$ cat config.mk
export PLATFORM = sky130hd
export DESIGN_NAME = smas_addr_unit
export DESIGN_NICKNAME = d
export VERILOG_FILES = /design/src/hdl/serial_memory_access_slave_unit_macros.svh /design/src/hdl/smas_pkg.sv /design/src/hdl/smas_addr_unit.sv
export SDC_FILE = /design/constraint.sdc
export NUM_CORES = 1
export LEC_CHECK = 0
export ABC_AREA = 1
export BUFFER_PORTS_ARGS = -buffer_cell sky130_fd_sc_hd__buf_4
export CORE_MARGIN = 5
export CORE_UTILIZATION = 50
export DETAILED_ROUTE_END_ITERATION = 8
export MAX_ROUTING_LAYER = met4
export PLACE_DENSITY_LB_ADDON = 0.05
export SETUP_SLACK_MARGIN = 0.4
export SYNTH_ARGS = -nofsm -noshare
export SYNTH_HDL_FRONTEND = slang
export SYNTH_SLANG_ARGS = --single-unit
$ cat constraint.sdc
create_clock -name vclk -period 5.3
set_input_delay 0.795 -clock vclk [all_inputs]
set_output_delay 0.795 -clock vclk [all_outputs]
set_load 0.02 [all_outputs]
$ cat src/hdl/serial_memory_access_slave_unit_macros.svh
// ----------------------------------------------------------------------------
// Serial memory access slave: assertion macros
// Shared property forms for the block's checks; clocked on clk, off in reset.
// ----------------------------------------------------------------------------
`ifndef SERIAL_MEMORY_ACCESS_SLAVE_UNIT_MACROS_SVH
`define SERIAL_MEMORY_ACCESS_SLAVE_UNIT_MACROS_SVH

// same-cycle implication
`define SMAS_ASSERT_HOLDS(lbl, ante, cons, msg) \
	lbl: assert property (@(posedge clk) disable iff (!arst_n) (ante) |-> (cons)) \
		else $error(msg);

// next-cycle implication
`define SMAS_ASSERT_NEXT(lbl, ante, cons, msg) \
	lbl: assert property (@(posedge clk) disable iff (!arst_n) (ante) |=> (cons)) \
		else $error(msg);

`endif

$ cat src/hdl/smas_pkg.sv
// ----------------------------------------------------------------------------
// smas_pkg
// Types and constants shared by the serial memory access slave modules.
// ----------------------------------------------------------------------------
package smas_pkg;

	localparam int MEM_BYTES_DEF = 1024;

	// offset = 15-bit word index times four
	localparam int OFF_W = 17;
	// second operand of the address unit: payload length, position or count
	localparam int ADD_W = 16;
	// sum width, holds any offset plus addend
	localparam int SUM_W = 18;

	localparam int POS_W = 12;
	localparam int LIM_W = 7;

	localparam logic [1:0] ST_OK        = 2'd0;
	localparam logic [1:0] ST_MALFORMED = 2'd1;
	localparam logic [1:0] ST_OVERRUN   = 2'd2;

	localparam logic [LIM_W-1:0] REPLY_CAP       = 7'd64;
	localparam logic [LIM_W-1:0] REPLY_LIMIT_RST = 7'd32;

	typedef struct packed {
		logic [SUM_W-1:0] sum;   // offset plus addend
		logic             over;  // sum passes the end of memory
	} smas_sum_t;

endpackage

$ cat src/hdl/smas_addr_unit.sv
// ----------------------------------------------------------------------------
// smas_addr_unit
// Shared address adder and end-of-memory compare.
// ----------------------------------------------------------------------------
module smas_addr_unit import smas_pkg::*; #(
	parameter int MEM_BYTES = MEM_BYTES_DEF
) (
	input  logic [OFF_W-1:0] off,
	input  logic [ADD_W-1:0] addend,
	output smas_sum_t        res
);

	localparam logic [SUM_W-1:0] MEM_END = SUM_W'(MEM_BYTES);

	logic [SUM_W-1:0] sum;

	assign sum      = SUM_W'(off) + SUM_W'(addend);
	assign res.sum  = sum;
	assign res.over = (sum > MEM_END);

endmodule

==> Word-level counts from Yosys, hierarchy flattened <==
Cells that the tools add are included.
{ "op_classes": {"addsub": 1, "order_cmp": 1} }
{ "op_table": {"columns": ["op", "count"], "rows": [
  ["17-bit by 16-bit adder with 18-bit output", 1],
  ["18-bit by 11-bit > comparator with 1-bit output (second input constant)", 1]
]} }
{ "totals": {"reg_bits": 0, "out_inout_bits": 19} }

==> Logic depth before layout (Yosys ltp) <==
{ "depth": {"depth_word": 2, "mapped_depth": 14, "depth_no_buf": 14} }

==> Worst setup path before layout <==
OpenSTA, ideal clock, no wires.
{ "synth_timing": {"kind": "input port to output port", "start": "in off[0]", "end": "out res[0] in the netlist's numbering", "t_arrival_ps": 2434, "t_required_ps": 4505, "path_slack_ps": 2071, "cell_stages": 10, "path_buffers": 0, "cell_sequence": "ha_1 > fa_1 > nand2_1 > nand2_1 > nand3b_1 > nand2_1 > a21oi_1 > xnor2_1 > nand2_1 > nand3_1"} }
{ "synth_lines": {"columns": ["item", "line", "text"], "rows": [
  ["from (decl)", "smas_addr_unit.sv:8", "input logic [OFF_W-1:0] off,"],
  ["to (decl)", "smas_addr_unit.sv:10", "output smas_sum_t res"]
]} }

==> impl_metrics.toml <==
[cells_and_area]
final_cell_mix = "nand2_1 (94), buf_4 (52), inv_1 (46), nor2_1 (16), ha_1 (16)"
mostFrequentLayoutCell = "nand2_1"
diodes = 0
register_area_sq_um = 0
n_clock_buffer = 0
post_route_cells_drive_above_1_share_pct = 22.8
nets = 337
utilization_pct = 71.5
final_area_sq_um = 1580
layout-area-overhead-vs-synth_pct = 36.8
seq_cells = 0

[yosys]
synth.distinct_cells = 20
yosysSeqAreaShare_pct = 0
postSynthAreaPerCell_sq_um = 4.97
netlist_area_sq_um = 1160
synth_warnings = 0
synthCells = 233
syn_nets = 283
synthTopCellsByArea = "nand2_1 (30%), ha_1 (17%), inv_1 (15%)"
yosysTopAreaCellShare_pct = 30.5
synth_area_leader_cell = "nand2_1"

[timing]
worst_pin_slew_ns = 0.255
relSlewSlack_pct = 82.9
max_freq_mhz = 291
fin_crit_sh_pct = 64.9
rsz0062_at_grt = "no"
setup-tns-final_ns = 0
period_needed_ns = 3.44
slew_viol_final = 0
finalSetupViolCount = 0
finalHoldViolCount = 0

[global_routing]
grt_max_degree = 8
grt-ovfl-total = 0
groute.usage.overall_pct = 19.4
grt_pass1_vias = 1335
grt_pass1_wl_um = 5380
antenna_found_initial = 0

[power]
p_int_uw = 91.0
switching_power_uw = 128
vdd.ir_drop.worst_uv = 98.0
clockPowerShare_pct = 0
leakage_uw = 0.00103
swShare_pct = 58.4
seqPwrFrac_pct = 0
comb_power_share_pct = 100.0
p_per_area_nw_per_um2 = 138

[setup_path]
arrival_ns = 2.65
crit_type = "input pin to output port"
critPathMaxFanout = 4
end_kind = "output port"
critPathTopFamily = "simple AND/OR/NAND/NOR gates"
cp_num_buf_inv = 2
slowest_delay_ns = 0.43
required_ns = 4.51
cp_cell_sequence = "buf_4 > ha_1 > fa_1 > nand3_1 > nand2_1 > nand2_2 > nand2_2 > nand3_1 > nand2_1 > nand2_1 > nand2_2 > nor2_1 > nand3_1 > buf_4"
start_kind = "input pin"
cp_slowest_cell = "fa_1"

[clock_network]
cts_resized = 0
post-cts-setup-buffers = 0
cts_hold_buf = 0

[drt]
drt_pass1_iterations = 5
top_layer = "met3"
met3_length_um = 258
dr_wl_met2_um = 1420
drt_wl_total_um = 3190
via_per_inst = 4.89
wl_per_cell_um = 10.2
drc_errors = 0
ant_nets = 0
drt_iter0_drc = 48
wl_met1_um = 1520
dr_total_vias = 1531

[floorplan]
start_util_pct = 52.3
core-area_sq_um = 2210
dieArea_sq_um = 3380
die_w_um = 58.1
die_h_um = 58.1
rows = 17
ios = 52

[placement]
dpl_cell_area_sq_um = 1580
io_buffers = 52
hpwl_um = 2870
globalplace.congestion = 0.881

[run_status]
status = "completed"

[job]
max_cap_viol_count = 0

[min_path]
hold_class = "input pin to output port"
final timing paths:
kind	from	end	depth (start not counted)
worst max-delay path	off[0]	res[0]	14
worst min-delay path	addend[0]	res[1]	3
cells in the mapped netlist:
| cell type | number |
|---|---|
| o211ai_1 | 1 |
| nand4_1 | 1 |
| inv_2 | 1 |
| inv_1 | 46 |
| fa_1 | 1 |
| o21ai_0 | 1 |
| nand2_2 | 12 |
| o21bai_1 | 1 |
| or2_0 | 1 |
| nor3_1 | 3 |
| xnor2_1 | 1 |
| nand2_1 | 94 |
| or2_1 | 1 |
| xor2_1 | 1 |
| a21oi_1 | 13 |
| nand3_1 | 14 |
| and3_1 | 1 |
| nand3b_1 | 8 |
| nor2_1 | 16 |
| ha_1 | 16 |
power groups by stage:
| stage | Clock, uW | Combinational [uW] | Sequential, uW |
|---|---|---|---|
| 5_1_grt | 0 | 245 | 0 |
| 4_1_cts | 0 | 219 | 0 |
| 2_1_floorplan | 0 | 141 | 0 |
| 3_5_place_dp | 0 | 218 | 0 |
| 3_3_place_gp | 0 | 216 | 0 |
| 6_report | 0 | 219 | 0 |
cell type report:
cell class | count | area, sq um
fill | 232 | 629
inverter | 47 | 176
multi-input combinational | 186 | 981
tap | 28 | 35.0
timing repair buffer | 52 | 390
logic make-up after synthesis:
kind of cell / Yosys count / share of synthesized area [%]
and+or+nand+nor: 151 / 56.9
buffers and inverters: 47 / 15.2
adders and majority gates: 17 / 19.0
AOI/OAI and AO/OA: 16 / 7.35
xor gates and xnor gates: 2 / 1.51
tightest hold or removal path: cells and delay by family:
kind                     cells  cell delay, ns
buffers and inverters        2            0.22
adder cells (fa/ha/maj)      1            0.13
routing by layer:
| metal | GRT usage (%) | vias up |
|---|---|---|
| met5 | - | - |
| met4 | 0 | 0 |
| met3 | 0.445 | 0 |
| met2 | 30.6 | 54 |
| met1 | 29.2 | 652 |
| li1 | - | 825 |
per-stage QoR:
step	hold slack (ns)	std cells	setup WS (ns)	total power [uW]
6_report	1.94	313	1.86	219
3_3_place_gp	1.93	313	1.90	216
3_5_place_dp	1.94	313	1.87	218
4_1_cts	1.94	313	1.87	219
2_1_floorplan	1.76	233	2.07	141
5_1_grt	1.98	313	1.69	245
No activity file was read; power rests on OpenSTA's default activity.
